File: src/hw/rtl/bbd_pkg.sv
// Shared types and constants for the Bernstein basis evaluator.
// Holds the binomial table, the back-end state type and queue status.
// No dependencies.
package bbd_pkg;

  localparam int MAX_DEGREE_DEF = 8;
  localparam int FRAC_BITS_DEF  = 16;

  // Degree and index fields are 4 bits wide.
  localparam int IDX_W = 4;
  localparam logic [IDX_W-1:0] DEGREE_RESET = 4'd3;

  // Binomial table covers every degree a 4-bit field can hold.
  localparam int BIN_N = 16;
  localparam int BIN_W = 13;  // C(15,7) = 6435

  typedef logic [BIN_W-1:0] binom_t;
  typedef binom_t [BIN_N-1:0][BIN_N-1:0] binom_tab_t;

  function automatic binom_tab_t build_binom();
    binom_tab_t tab;
    tab = '0;
    for (int m = 0; m < BIN_N; m++) begin
      for (int k = 0; k <= m; k++) begin
        if (k == 0 || k == m) begin
          tab[m][k] = binom_t'(1);
        end else begin
          tab[m][k] = tab[m-1][k-1] + tab[m-1][k];
        end
      end
    end
    return tab;
  endfunction

  localparam binom_tab_t BINOM = build_binom();

  typedef enum logic [1:0] {
    BK_IDLE,
    BK_POWER,
    BK_ISSUE
  } back_state_t;

  typedef struct packed {
    logic full;
    logic empty;
  } q_stat_t;

endpackage

File: src/hw/rtl/bbd_front.sv
// Front end: takes requests, saturates point and degree, feeds the queue.
// Depends on bbd_pkg (IDX_W, q_stat_t).
module bbd_front #(
  parameter int MAX_DEGREE = bbd_pkg::MAX_DEGREE_DEF,
  parameter int FRAC_BITS  = bbd_pkg::FRAC_BITS_DEF
) (
  input  logic                               start,
  output logic                               busy,
  input  logic [FRAC_BITS:0]                 xi,
  input  logic [bbd_pkg::IDX_W-1:0]          degree,
  input  bbd_pkg::q_stat_t                   stat,
  output logic                               push,
  output logic [bbd_pkg::IDX_W+FRAC_BITS:0]  item
);

  localparam int XW = FRAC_BITS + 1;
  localparam logic [XW-1:0] ONE = XW'(1) << FRAC_BITS;
  localparam logic [bbd_pkg::IDX_W-1:0] DEG_MAX = bbd_pkg::IDX_W'(MAX_DEGREE);

  logic [XW-1:0]             x_sat;
  logic [bbd_pkg::IDX_W-1:0] deg_sat;

  always_comb begin
    x_sat   = (xi > ONE) ? ONE : xi;
    deg_sat = (degree > DEG_MAX) ? DEG_MAX : degree;
  end

  assign busy = stat.full;
  assign push = start && !stat.full;
  assign item = {deg_sat, x_sat};

endmodule

File: config.mk
export PLATFORM = sky130hd
export DESIGN_NAME = bbd_front
export DESIGN_NICKNAME = d
export VERILOG_FILES = /design/src/hw/rtl/bbd_pkg.sv /design/src/hw/rtl/bbd_front.sv
export SDC_FILE = /design/constraint.sdc
export NUM_CORES = 1
export LEC_CHECK = 0
export BUFFER_PORTS_ARGS = -buffer_cell sky130_fd_sc_hd__buf_4
export CORE_AREA = 8 8 45 47
export DETAILED_ROUTE_END_ITERATION = 10
export DIE_AREA = 0 0 53 55
export RECOVER_POWER = 50
export SLEW_MARGIN = 20
export SYNTH_ARGS = -nofsm -noshare
export SYNTH_HDL_FRONTEND = slang
export SYNTH_SLANG_ARGS = --single-unit
File: constraint.sdc
create_clock -name vclk -period 2.2
set_clock_uncertainty 0.15 [all_clocks]
set_input_delay 0.44 -clock vclk [all_inputs]
set_output_delay 0.44 -clock vclk [all_outputs]
set_load 0.01 [all_outputs]
==> results.txt <==
In this run the worst hold path is classified as in2out. The average wire per standard cell came out at roughly 12 microns. For this configuration, the core starts out at a cell density of 17.45%. Post-CTS timing repair inserted 0 buffers for setup. The post-place setup slack is around 0.13 ns. The die extent in x is around 53 microns. The number of library cell types mapped by synthesis came out at 8. The launch instance of the worst min-delay path is stat[1].

By area the synthesized netlist is led by sky130_fd_sc_hd__nor2b_1, sky130_fd_sc_hd__nor4_4, sky130_fd_sc_hd__a41oi_4. The leakage power total is approximately 0.00024 uW. Summing every instance area after synthesis gives 241.5 sq um. Relative to the synthesized area, the layout overhead comes to 128.0%. For this run, the detailed router's first-pass iteration total came to 1. The number of resized instances in the post-cts repair step came out at 0.

The number of port buffers is 46. The detailed router placed about 360 vias in this run. The biggest area contributor in the post-synthesis netlist is sky130_fd_sc_hd__nor2b_1. For this run, the number of Yosys warnings is 0.

Summed over all layers, the routed wires come to between 1 and 1.5 mm. The HPWL after detailed placement is 1.001 mm. Summed over all layers, the global routing overflow is 0. Setup repair after global routing left no endpoint under its margin.

The setup slack after layout came out at 0.1602 ns. The register area came out at 0 sq um. The final number of hold-violating endpoints is 0. For hold timing, the worst endpoint is busy. The die is around 55 microns tall. The die footprint is 2915 sq um. The synthesized netlist net count came out at between 50 and 60. For this block, the initial DRC count from the detailed router was 0. The overall fraction of global-route tracks in use is between 6 and 7%. The minimum period implied by the final worst setup slack came out at 2.040 ns. In the routed design, unresolved DRC markers number 0. The floorplan has 14 rows. The number of buffers inserted by hold repair at cts came out at 0. The maximum vdd drop came out at around 0.000062 V. STA puts the critical path data required time at around 1.6 ns. The final critical-path share of the clock period is 92.72%. The cell count after synthesis is 29. The endpoint arrival time on the critical path is ~1.5 ns.

The initial antenna violation count came out at 0. The final layout net count came out at 98. The core region area came out at approximately 1400 sq um.

The final-report setup violation count is 0. In this run the biggest area consumer among cell types represents approximately half of the synthesized area. The antenna cell count came out at 0. The max capacitance violation total is 0. The transition time at the pin with the least slew margin came out at ~0.36 ns. The sort of element at the start of the critical path is an input pin. The I/O pin total came out at 47. The count of nets left with antenna violations once routing finished came out at 0.

The share of the Yosys chip area taken by registers is 0%. The largest net degree at the start of global routing came out at 11. The max-slew violation count came to 0. The headroom to the max-slew limit is between 70% and 80%. Sequential cells placed in the final layout were counted as 0. The worst-path maximum fanout is 10.

The via-per-instance ratio is 4.068. The total negative slack for setup checks is 0 ns. For this run, the share of the core covered by cells in the final layout is between 30% and 40%. STA classifies the critical path endpoint as an output pin. The congestion estimate from routability-driven global placement came to just under 0.7. The number of instances on the worst hold path is 2.

Averaged over all synthesized cells, the footprint is approximately 8.3 sq um. The flow ran to the end, and the final reports show no timing, DRC or antenna violations. The fraction of final layout cells sized beyond drive strength 1 is between 50 and 60%. For this run, the top clock speed supported by timing is about 0.49 GHz. The power per cell area came out at approximately 180 nW/um^2. The first global-routing pass estimated ~1.5 mm of wire. The worst setup path is of the in2out kind. The clock tree buffer count of the final layout came out at 0.

The via count of the first global-routing pass was 349.
## worst max-delay path: stages
cell,delay [ns]
sky130_fd_sc_hd__buf_4,0.11
sky130_fd_sc_hd__nor4_2,0.36
sky130_fd_sc_hd__a41oi_4,0.24
sky130_fd_sc_hd__nor2b_1,0.16
sky130_fd_sc_hd__buf_4,0.13
## area by class of cell
type,instances,area (sq um)
fillers,158,833.3
inverters,1,3.754
multi-input cells,25,222.7
well taps,16,20.02
repair buffers,46,304.0
## cells by family (layout without fill, tap and decap cells)
kind of cell / count (synthesis) / after routing / share of synthesized area (%)
AND/OR/NAND/NOR: 24 / 24 / 80.83
buffers and inverters: 4 / 47 / 7.773
AO/OA/AOI/OAI: 1 / 1 / 11.40
## worst max-delay path by stage
stage,cells past startpoint,startpoint,slack (ns),endpoint
final,5,xi[4],0.16,item[9]
after detailed placement,5,xi[4],0.13,item[9]
after global routing,5,xi[0],0.05,item[9]
after CTS,5,xi[4],0.13,item[9]
after global placement,5,xi[0],0.13,item[2]
after floorplan,3,xi[4],0.38,item[10]
## cell usage in the layout (no fill, tap or decap)
| master | Yosys | layout |
|---|---|---|
| sky130_fd_sc_hd__a41oi_4 | 1 | 1 |
| sky130_fd_sc_hd__buf_4 | 1 | 35 |
| sky130_fd_sc_hd__clkbuf_1 | 2 | 11 |
| sky130_fd_sc_hd__inv_1 | 1 | 1 |
| sky130_fd_sc_hd__nor2b_1 | 19 | 19 |
| sky130_fd_sc_hd__nor2b_2 | 1 | 1 |
| sky130_fd_sc_hd__nor4_2 | 2 | 2 |
| sky130_fd_sc_hd__nor4_4 | 2 | 2 |
## through the flow
step / hold slack (ns) / total power, uW / area [sq um] / std cells
final: 0.9536 / 101.3 / 550.5 / 88
after global routing: 0.9697 / 111.0 / 550.5 / 88
after CTS: 0.9207 / 112.2 / 591.8 / 88
after detailed placement: 0.9205 / 112.1 / 591.8 / 88
after global placement: 0.9193 / 111.4 / 591.8 / 88
after floorplan: 0.7764 / 37.22 / 241.5 / 29
## cells in the mapped netlist
master	n
sky130_fd_sc_hd__nor4_4	2
sky130_fd_sc_hd__inv_1	1
sky130_fd_sc_hd__buf_4	1
sky130_fd_sc_hd__clkbuf_1	2
sky130_fd_sc_hd__nor2b_1	19
sky130_fd_sc_hd__a41oi_4	1
sky130_fd_sc_hd__nor4_2	2
sky130_fd_sc_hd__nor2b_2	1
## metal layers
layer	wire [microns]	global-route usage, %
met1	357	5.581
met2	490	12.11
met3	239	4.545
met4	0	0
met5	0	0
## power by group
part	switching (uW)	internal, uW
clock	0	0
sequential	0	0
combinational	44.2	57.1
Power figures use the tool's default switching activity.
