### config.mk
export PLATFORM = sky130hd
export DESIGN_NAME = bbd_queue
export DESIGN_NICKNAME = d
export VERILOG_FILES = /design/src/hw/rtl/bbd_pkg.sv /design/src/hw/rtl/bbd_queue.sv
export SDC_FILE = /design/constraint.sdc
export NUM_CORES = 1
export LEC_CHECK = 0
export BUFFER_PORTS_ARGS = -buffer_cell sky130_fd_sc_hd__buf_2
export CAP_MARGIN = 0
export CELL_PAD_IN_SITES_DETAIL_PLACEMENT = 1
export CELL_PAD_IN_SITES_GLOBAL_PLACEMENT = 2
export CORE_AREA = 2 2 73 75
export CTS_CLUSTER_DIAMETER = 80
export DETAILED_ROUTE_END_ITERATION = 10
export DIE_AREA = 0 0 75 77
export PLACE_DENSITY_LB_ADDON = 0.1
export SYNTH_ARGS = -nofsm -noshare
export SYNTH_HDL_FRONTEND = slang
export SYNTH_SLANG_ARGS = --single-unit
export TNS_END_PERCENT = 30
### constraint.sdc
create_clock -name clk -period 2.33 [get_ports clk]
set_input_delay 0.699 -clock clk [delete_from_list [all_inputs] [get_ports clk]]
set_output_delay 0.699 -clock clk [all_outputs]
set_load 0.1 [all_outputs]
### src/hw/rtl/bbd_pkg.sv
// Shared types and constants for the Bernstein basis evaluator.
// Holds the binomial table, the back-end state type and queue status.
// No dependencies.
package bbd_pkg;

  localparam int MAX_DEGREE_DEF = 8;
  localparam int FRAC_BITS_DEF  = 16;

  // Degree and index fields are 4 bits wide.
  localparam int IDX_W = 4;
  localparam logic [IDX_W-1:0] DEGREE_RESET = 4'd3;

  // Binomial table covers every degree a 4-bit field can hold.
  localparam int BIN_N = 16;
  localparam int BIN_W = 13;  // C(15,7) = 6435

  typedef logic [BIN_W-1:0] binom_t;
  typedef binom_t [BIN_N-1:0][BIN_N-1:0] binom_tab_t;

  function automatic binom_tab_t build_binom();
    binom_tab_t tab;
    tab = '0;
    for (int m = 0; m < BIN_N; m++) begin
      for (int k = 0; k <= m; k++) begin
        if (k == 0 || k == m) begin
          tab[m][k] = binom_t'(1);
        end else begin
          tab[m][k] = tab[m-1][k-1] + tab[m-1][k];
        end
      end
    end
    return tab;
  endfunction

  localparam binom_tab_t BINOM = build_binom();

  typedef enum logic [1:0] {
    BK_IDLE,
    BK_POWER,
    BK_ISSUE
  } back_state_t;

  typedef struct packed {
    logic full;
    logic empty;
  } q_stat_t;

endpackage

### src/hw/rtl/bbd_queue.sv
// Two-entry request queue between front end and back end.
// Depends on bbd_pkg (q_stat_t).
module bbd_queue #(
  parameter int W = 21
) (
  input  logic            clk,
  input  logic            rst,
  input  logic            push,
  input  logic [W-1:0]    wdata,
  input  logic            pop,
  output logic [W-1:0]    rdata,
  output bbd_pkg::q_stat_t stat
);

  logic [W-1:0] mem [2];
  logic         wr_ptr;
  logic         rd_ptr;
  logic [1:0]   count;

  always_ff @(posedge clk) begin
    if (rst) begin
      wr_ptr <= 1'b0;
      rd_ptr <= 1'b0;
      count  <= 2'd0;
    end else begin
      if (push) begin
        wr_ptr <= ~wr_ptr;
      end
      if (pop) begin
        rd_ptr <= ~rd_ptr;
      end
      if (push && !pop) begin
        count <= count + 2'd1;
      end else if (!push && pop) begin
        count <= count - 2'd1;
      end
    end
  end

  always_ff @(posedge clk) begin
    if (push) begin
      mem[wr_ptr] <= wdata;
    end
  end

  assign rdata      = mem[rd_ptr];
  assign stat.full  = (count == 2'd2);
  assign stat.empty = (count == 2'd0);

endmodule

==> impl_metrics.py, run 1 <==
metrics = {
    "run_status": {
        "status": "completed",
    },
    "logic_synthesis": {
        "syn_inst": 87,
        "ys_warn_count": 0,
        "ys_ff_latch": 47,
        "yosys.cell_types.count": 15,
        "synth_nets": 113,
        "syn_area_per_cell_um2": 19.7,
        "synthesis.area_mm2": 0.00172,
        "synth-seq-area-share_pct": 79.4,
    },
    "finish": {
        "final_layout_size_suffix_gt1_share_pct": 57.5,
        "register_area_mm2": 0.00136,
        "syn_to_final_growth_pct": 44.4,
        "num_antenna_cells": 0,
        "final_net_count": 172,
        "fin_cells": 216,
        "final_area_mm2": 0.00248,
        "n_fill_cell": 483,
        "multi_input_area_um2": 343,
    },
    "detailed_routing": {
        "wl_met3_um": 152,
        "ant_nets": 0,
        "route.detailed.drc": 0,
        "dr_wl_met2_um": 1680,
        "m1WireLength_um": 1250,
        "wl_per_cell_um": 14.3,
        "drt_pass1_iterations": 2,
        "routed_via_density": 4.37,
        "drt_wl_total_um": 3100,
        "topRoutingLayerUsed": "met4",
        "via_count": 944,
        "drt-initial-drc-count": 45,
    },
    "place": {
        "detailed_place_hpwl_um": 2290,
        "dpl_cell_area_mm2": 0.00240,
        "finalWeightedCongestion": 0.632,
        "place_inst": 209,
        "portBuffers": 47,
    },
    "clocking": {
        "htree_levels": 2,
        "clk_pin_slew_ps": 80,
        "cts_tree": "yes",
        "clock_path_buffers": 2,
        "clockRootBuffer": "clkbuf_8",
        "numCtsBuffers": 5,
        "numClockSinks": 47,
        "clk_latency_ps": 280,
    },
    "setup_path": {
        "critPathMaxFanout": 8,
        "crit_type": "flop to output pin",
        "critPathCaptureType": "output pin",
        "crit_arrival_ps": 1470,
        "start_kind": "flop",
        "worst_ep_required_time_ps": 1630,
    },
    "sta": {
        "drv_slew": 0,
        "setup_viol": 0,
        "worst_clock_skew_ps": 2.57,
        "fmax_mhz": 462,
        "finalCriticalPeriod_ps": 2160,
        "grt_setup_unrepaired": "false",
        "tightest_slew_ps": 484,
        "slew_headroom_pct": 67.9,
        "finalHoldViolCount": 0,
        "tns_ps": 0,
        "fin_crit_sh_pct": 92.9,
    },
    "grt": {
        "grt_util_all_layers_pct": 12.3,
        "first_global_vias": 1101,
        "antenna_found_initial": 0,
        "grt.overflow.total": 0,
        "grt_max_degree": 14,
        "grt_first_pass_wirelength_um": 5240,
    },
    "floorplanning": {
        "die_w_um": 75,
        "dieArea_mm2": 0.00578,
        "fp.dieH_um": 77,
        "row_count": 26,
        "core_mm2": 0.00498,
        "io_pins": 48,
        "start_util_pct": 34.5,
    },
    "power": {
        "vdd.ir_drop.worst_uv": 455,
        "p_leak_nw": 0.946,
        "power.density_mw_per_mm2": 862,
        "p_total_mw": 2.13,
    },
    "worst_hold_path": {
        "min_path_type": "flop to flop",
    },
    "flow_run": {
        "cap_violations": 0,
    },
}
## worst paths after layout
| check | from | end | slack (ps) | cells past startpoint |
|---|---|---|---|---|
| min | count[1] | count[1] | 520 | 2 |
| min reg2reg | count[1] | count[1] | 520 | 2 |
| max | flop | rdata[16] | 170 | 3 |
| max reg2reg | count[0] | count[1] | 1270 | 3 |
## report_power, final
part,switching (mW),internal [mW],total [mW],leakage (nW)
registers,0.0212,0.978,0.999,0.436
logic,0.453,0.239,0.692,0.468
clock network,0.244,0.200,0.444,0.0414
total,0.718,1.42,2.13,0.946
## sequential cells by signal, indices dropped and copies added (netlist names), named ones only
signal,count
count,2
rd_ptr,1
mem,42
wr_ptr,1
## layout by cell type (no fill, tap or decap), types with 2 or more instances in the layout
cell,synthesis,routed
xnor2_1,2,2
xor2_1,2,2
nor2_1,5,5
mux2_2,21,21
buf_4,0,7
edfxtp_1,42,42
clkbuf_8,0,5
dfxtp_1,5,4
buf_2,2,26
buf_12,0,21
## what timing repair did
action                                  4_1_cts  5_1_grt
gates resized for setup                       1        0
hold buffers                                  0        0
endpoints found under the setup margin        4        0
setup buffers                                 0        0
endpoints found under the hold margin         0        0
## synth_stat cells
| cell | number | area share, % |
|---|---|---|
| edfxtp_1 | 42 | 74 |
| mux2_2 | 21 | 14 |
| dfxtp_1 | 5 | 5.8 |
| nor2_1 | 5 | 1.1 |
| buf_2 | 2 | 0.58 |
| xnor2_1 | 2 | 1.0 |
| xor2_1 | 2 | 1.0 |
| a21oi_1 | 1 | 0.29 |
| and2_1 | 1 | 0.36 |
| and2b_2 | 1 | 0.51 |
| ha_1 | 1 | 0.73 |
| inv_1 | 1 | 0.22 |
| nor2b_1 | 1 | 0.36 |
| o21ai_0 | 1 | 0.29 |
| or3_1 | 1 | 0.36 |
## layer usage
metal	vias up	GRT usage (%)
met5	-	0
met4	0	4.29
met3	2	3.94
met2	26	20.4
met1	472	14.6
li1	444	-
## area by class of cell
cell class                 count  area share (%)
inverter                       1           0.152
tap                           70            3.54
timing repair buffer          54            24.3
sequential                    47            55.0
multi-input combinational     37            13.8
clock buffer                   5            2.78
clock inverter                 2           0.354
## stage by stage
step                setup slack (ps)  hold WS (ps)  util [%]
global route                    96.2           565      49.8
floorplan                       49.2           461         -
detailed placement               338           511      48.2
finish                           166           519      49.8
global placement                 381           480      48.2
CTS                              128           523      49.8
## logic make-up (layout without fill, tap and decap cells)
group | Yosys count | after routing | share of synthesized area [%]
compound gates | 2 | 2 | 0.583
simple gates | 9 | 9 | 2.70
buf+inv | 3 | 62 | 0.802
flops | 47 | 47 | 79.4
mux | 21 | 21 | 13.8
fa+ha+maj | 1 | 1 | 0.729
xor+xnor | 4 | 4 | 2.04
## worst max-delay path, cell delays in order, from the launching register on
cell     delay, ps
dfxtp_2        440
buf_4          190
mux2_2         370
buf_12         170
(Power assumes the default switching activity.)
==> run 2: changes to the inputs <==
--- a/config.mk
+++ b/config.mk
@@ -14,6 +14,7 @@
 export DETAILED_ROUTE_END_ITERATION = 10
 export DIE_AREA = 0 0 75 77
 export PLACE_DENSITY_LB_ADDON = 0.1
+export SLEW_MARGIN = 20
 export SYNTH_ARGS = -nofsm -noshare
 export SYNTH_HDL_FRONTEND = slang
 export SYNTH_SLANG_ARGS = --single-unit
==> constraint.sdc (replaced) <==
create_clock -name clk -period 2.33 [get_ports clk]
set_input_delay 0.233 -clock clk [delete_from_list [all_inputs] [get_ports clk]]
set_output_delay 0.233 -clock clk [all_outputs]
set_load 0.1 [all_outputs]
==> run 2 against run 1 <==
  * Cell area fell by 14%
  * Utilization down 6.8 points
  * Critical path type unchanged
  * Largest cell class unchanged
  * First-iteration DRC count decreased by 29%
  * Clock power up 4.7%
  * Critical endpoint is now rdata[15]
==> impl_metrics.py, run 2 (synthesis gave the netlist of run 1 again) <==
metrics = {
    "finish": {
        "layout_common_cells": "buf_2 (47), edfxtp_1 (42), mux2_2 (21)",
        "final_common_cell": "buf_2",
        "fin_cells": 214,
        "syn_to_final_growth_pct": 24.8,
        "regMostFlops": "mem",
        "final_layout_size_suffix_gt1_share_pct": 54.9,
        "final_net_count": 169,
        "num_antenna_cells": 0,
        "largest_reg_flops": 42,
        "reg_top3": "mem x42, count x2",
    },
    "sta": {
        "tightest_slew_ps": 494,
        "grt_setup_unrepaired": "false",
        "fmax_mhz": 517,
        "finalCriticalPeriod_ps": 1940,
        "drv_slew": 0,
        "setup_viol": 0,
        "worst_clock_skew_ps": 3.93,
        "finalHoldViolCount": 0,
        "tns_ps": 0,
        "fin_crit_sh_pct": 83.1,
        "slew_headroom_pct": 67.3,
    },
    "floorplanning": {
        "fp.dieH_um": 77,
        "start_util_pct": 34.5,
        "row_count": 26,
        "die_w_um": 75,
        "core_mm2": 0.00498,
        "dieArea_mm2": 0.00578,
        "io_pins": 48,
    },
    "setup_path": {
        "cp_top_family": "buffers and inverters",
        "crit_type": "flop to output pin",
        "path_cells": "buf_4, mux2_2, buf_2",
        "worst_ep_required_time_ps": 2100,
        "crit_arrival_ps": 1700,
        "path_buf_inv": 2,
        "critPathMaxFanout": 8,
        "start_kind": "flop",
        "critPathCaptureType": "output pin",
        "cpPeakStageDelay_ps": 520,
        "slowest_stage": "dfxtp_1",
    },
    "place": {
        "place_inst": 206,
        "detailed_place_hpwl_um": 2200,
        "portBuffers": 47,
        "finalWeightedCongestion": 0.676,
    },
    "power": {
        "p_switching_mw": 0.701,
        "vdd.ir_drop.worst_uv": 380,
        "combPwrFrac_pct": 26.7,
        "switching_share_pct": 35.1,
        "intPower_mw": 1.30,
        "p_total_mw": 2.00,
        "clkPwrFrac_pct": 23.3,
        "seqPwrFrac_pct": 50.0,
        "power.density_mw_per_mm2": 934,
        "p_leak_nw": 0.814,
    },
    "grt": {
        "grt_util_all_layers_pct": 11.7,
        "first_global_vias": 981,
        "antenna_found_initial": 0,
        "grt.overflow.total": 0,
        "grt_first_pass_wirelength_um": 4890,
        "grt_max_degree": 22,
    },
    "worst_hold_path": {
        "min_path_type": "primary input to flop",
    },
    "detailed_routing": {
        "via_count": 927,
        "drt_wl_total_um": 3110,
        "drt-initial-drc-count": 32,
        "ant_nets": 0,
        "routed_via_density": 4.33,
        "drt_pass1_iterations": 4,
        "route.detailed.drc": 0,
        "wl_per_cell_um": 14.5,
    },
    "clocking": {
        "cts_setup_buffers": 0,
        "post_cts_resized": 0,
        "numCtsBuffers": 5,
        "clock_path_buffers": 2,
        "ctsHoldBuffers": 0,
        "cts_tree": "yes",
        "clk_latency_ps": 290,
        "clk_pin_slew_ps": 80,
        "clockRootBuffer": "clkbuf_8",
        "numClockSinks": 47,
        "htree_levels": 2,
    },
    "flow_run": {
        "cap_violations": 0,
    },
    "run_status": {
        "status": "completed",
    },
}
## run 2: area by class of cell
type	instances	area, um^2
fill	526	2840
sequential	47	1360
multi-input combinational	37	343
timing repair buffer	51	265
tap	70	87.6
clock buffer	8	80.1
inverter	1	3.75
## run 2: final timing paths
| kind | startpoint | endpoint | slack (ps) | cells past startpoint |
|---|---|---|---|---|
| worst min-delay path | wdata[20] | mem[0][20] | 120 | 1 |
| worst max-delay path | flop | rdata[15] | 390 | 3 |
| worst max register to register | wr_ptr | mem[1][16] | 900 | 2 |
| worst min register to register | rd_ptr | rd_ptr | 530 | 2 |
## run 2: routing by layer
metal / up-vias / track usage (%) / wire length (um)
met5: - / 0 / 0
met1: 452 / 13.6 / 1250
met4: 0 / 5.36 / 63
met2: 31 / 19.0 / 1600
met3: 6 / 4.20 / 191
li1: 438 / - / -
## run 2: metrics by stage
stage | worst slack (ps) | hold WS, ps | area (um^2) | util, %
final | 395 | 123 | 2140 | 43.0
after global routing | 281 | 112 | 2140 | 43.0
after CTS | 330 | 112 | 2140 | 43.0
after detailed placement | 664 | 426 | 2060 | 41.4
after global placement | 700 | 421 | 2060 | 41.4
after floorplan | 515 | 302 | 1720 | -
## run 2: power groups by stage
stage	clock, mW	sequential, mW	combinational [mW]
after floorplan	0	1.01	0.448
after global placement	0	1.02	0.536
after detailed placement	0	1.02	0.539
after CTS	0.488	1.00	0.540
after global routing	0.518	1.01	0.556
final	0.465	1.00	0.533
==> run 3: changes to the inputs <==
--- a/config.mk
+++ b/config.mk
@@ -9,10 +9,10 @@
 export CAP_MARGIN = 0
 export CELL_PAD_IN_SITES_DETAIL_PLACEMENT = 1
 export CELL_PAD_IN_SITES_GLOBAL_PLACEMENT = 2
-export CORE_AREA = 2 2 73 75
+export CORE_AREA = 2 2 77 79
 export CTS_CLUSTER_DIAMETER = 80
 export DETAILED_ROUTE_END_ITERATION = 10
-export DIE_AREA = 0 0 75 77
+export DIE_AREA = 0 0 79 81
 export PLACE_DENSITY_LB_ADDON = 0.1
 export SLEW_MARGIN = 20
 export SYNTH_ARGS = -nofsm -noshare
==> constraint.sdc (replaced) <==
create_clock -name clk -period 1.7 [get_ports clk]
set_input_delay 0.17 -clock clk [delete_from_list [all_inputs] [get_ports clk]]
set_output_delay 0.17 -clock clk [all_outputs]
set_load 0.1 [all_outputs]
==> run 3 against run 2 <==
  * Clock power increased by 68%
  * Highest routed layer unchanged
  * Non-clock buffer count up 3
  * Largest power group unchanged
  * Critical path type unchanged
  * Die area up 11%
  * Utilization up 1.3 points
  * Sequential share of layout area decreased by 9.4 points
  * Hold slack worse by 63 ps
  * First-iteration DRC count up 44%
  * Routed wire length grew 1.9%
==> impl_metrics.py, run 3 (synthesis gave the netlist of run 1 again) <==
metrics = {
    "detailed_routing": {
        "wl_per_cell_um": 14.3,
        "drt-initial-drc-count": 46,
        "drt_wl_total_um": 3170,
        "ant_nets": 0,
        "via_count": 940,
        "routed_via_density": 4.23,
        "route.detailed.drc": 0,
        "drt_pass1_iterations": 2,
    },
    "sta": {
        "tightest_slew_ps": 488,
        "grt_setup_unrepaired": "false",
        "fin_crit_sh_pct": 92.3,
        "drv_slew": 0,
        "finalCriticalPeriod_ps": 1570,
        "setup_viol": 0,
        "tns_ps": 0,
        "fmax_mhz": 637,
        "finalHoldViolCount": 0,
        "slew_headroom_pct": 67.7,
        "worst_clock_skew_ps": 8.01,
    },
    "grt": {
        "grt_max_degree": 15,
        "grt_first_pass_wirelength_um": 4930,
        "grt_util_all_layers_pct": 10.5,
        "first_global_vias": 992,
        "antenna_found_initial": 0,
        "grt.overflow.total": 0,
    },
    "setup_path": {
        "r2r_start": "wr_ptr",
        "cp_top_family": "multiplexers",
        "critPathMaxFanout": 7,
        "cpPeakStageDelay_ps": 380,
        "crit_type": "flop to output pin",
        "path_buf_inv": 2,
        "slowest_stage": "mux2_2",
        "crit_arrival_ps": 1400,
        "critPathCaptureType": "output pin",
        "r2r_cells": 2,
        "worst_ep_required_time_ps": 1530,
        "path_cells": "buf_4, mux2_2, buf_12",
        "start_kind": "flop",
        "cp.depth": 3,
    },
    "floorplanning": {
        "start_util_pct": 30.2,
        "row_count": 28,
        "fp.dieH_um": 81,
        "io_pins": 48,
        "core_mm2": 0.00568,
        "die_w_um": 79,
        "dieArea_mm2": 0.00640,
    },
    "clocking": {
        "clk_latency_ps": 290,
        "ctsHoldBuffers": 0,
        "htree_levels": 2,
        "cts_tree": "yes",
        "clk_pin_slew_ps": 80,
        "clockRootBuffer": "clkbuf_8",
        "numClockSinks": 47,
        "cts_setup_buffers": 0,
        "clock_path_buffers": 2,
        "post_cts_resized": 0,
        "numCtsBuffers": 5,
    },
    "finish": {
        "final_layout_size_suffix_gt1_share_pct": 57.1,
        "layout_common_cells": "edfxtp_1 (42), buf_2 (26), mux2_2 (21), buf_12 (21), buf_4 (7)",
        "syn_to_final_growth_pct": 46.5,
        "final_area_mm2": 0.00251,
        "final_net_count": 172,
        "regMostFlops": "mem",
        "largest_reg_flops": 42,
        "final_common_cell": "edfxtp_1",
        "num_antenna_cells": 0,
        "reg_top3": "mem x42, count x2",
    },
    "run_status": {
        "status": "completed",
    },
    "power": {
        "p_leak_nw": 0.957,
        "vdd.ir_drop.worst_uv": 587,
        "power.density_mw_per_mm2": 1230,
    },
    "worst_hold_path": {
        "min_path_cells": 1,
        "min_from": "wdata[1]",
        "min_path_type": "primary input to flop",
    },
    "place": {
        "portBuffers": 47,
        "dpl_cell_area_mm2": 0.00241,
        "detailed_place_hpwl_um": 2430,
        "finalWeightedCongestion": 0.645,
    },
    "flow_run": {
        "cap_violations": 0,
    },
}
==> run 3: stage by stage <==
step / power (mW) / hold slack [ps] / setup WS, ps / utilization (%) / std cells
after floorplan: 2.00 / 239 / 14.5 / - / 87
after global placement: 2.34 / 362 / 461 / 42.4 / 214
after detailed placement: 2.36 / 363 / 441 / 42.4 / 214
after CTS: 3.14 / 48.8 / 110 / 44.3 / 222
after global routing: 3.21 / 40.9 / 79.1 / 44.3 / 222
final: 3.10 / 59.6 / 131 / 44.3 / 222
==> run 3: path summary, 6_finish.rpt <==
path                     to  slack [ps]
hold reg to reg      rd_ptr         520
setup reg to reg  mem[1][4]         480
setup / recovery   rdata[9]         130
hold / removal    mem[1][1]          60
==> run 3: layout make-up <==
type                    instances  area (um^2)
inverters                       1         3.75
repair buffers                 54          603
well taps                      75         93.8
clock inverters                 1         30.0
fillers                       590         3160
clock buffers                   7         76.3
flip-flops and latches         47         1360
multi-input cells              37          345
==> run 3: worst reg2reg max path: stages (launching register included) <==
cell     delay (ps)
dfxtp_1         370
and2_1          320
buf_4           240
==> run 3: power by group <==
group          switching (mW)  total, mW  leakage (nW)  internal (mW)
logic                   0.627      0.955         0.469          0.328
clock network           0.341      0.781        0.0524          0.440
registers              0.0259       1.37         0.436           1.34
total                   0.994       3.10         0.957           2.11
==> run 3: per-layer routing <==
metal	share of wire [%]	GRT usage, %	up-vias
li1	-	-	443
met1	37	11.0	466
met2	55	19.3	25
met3	5.9	3.78	6
met4	1.7	4.14	0
met5	0	0	-
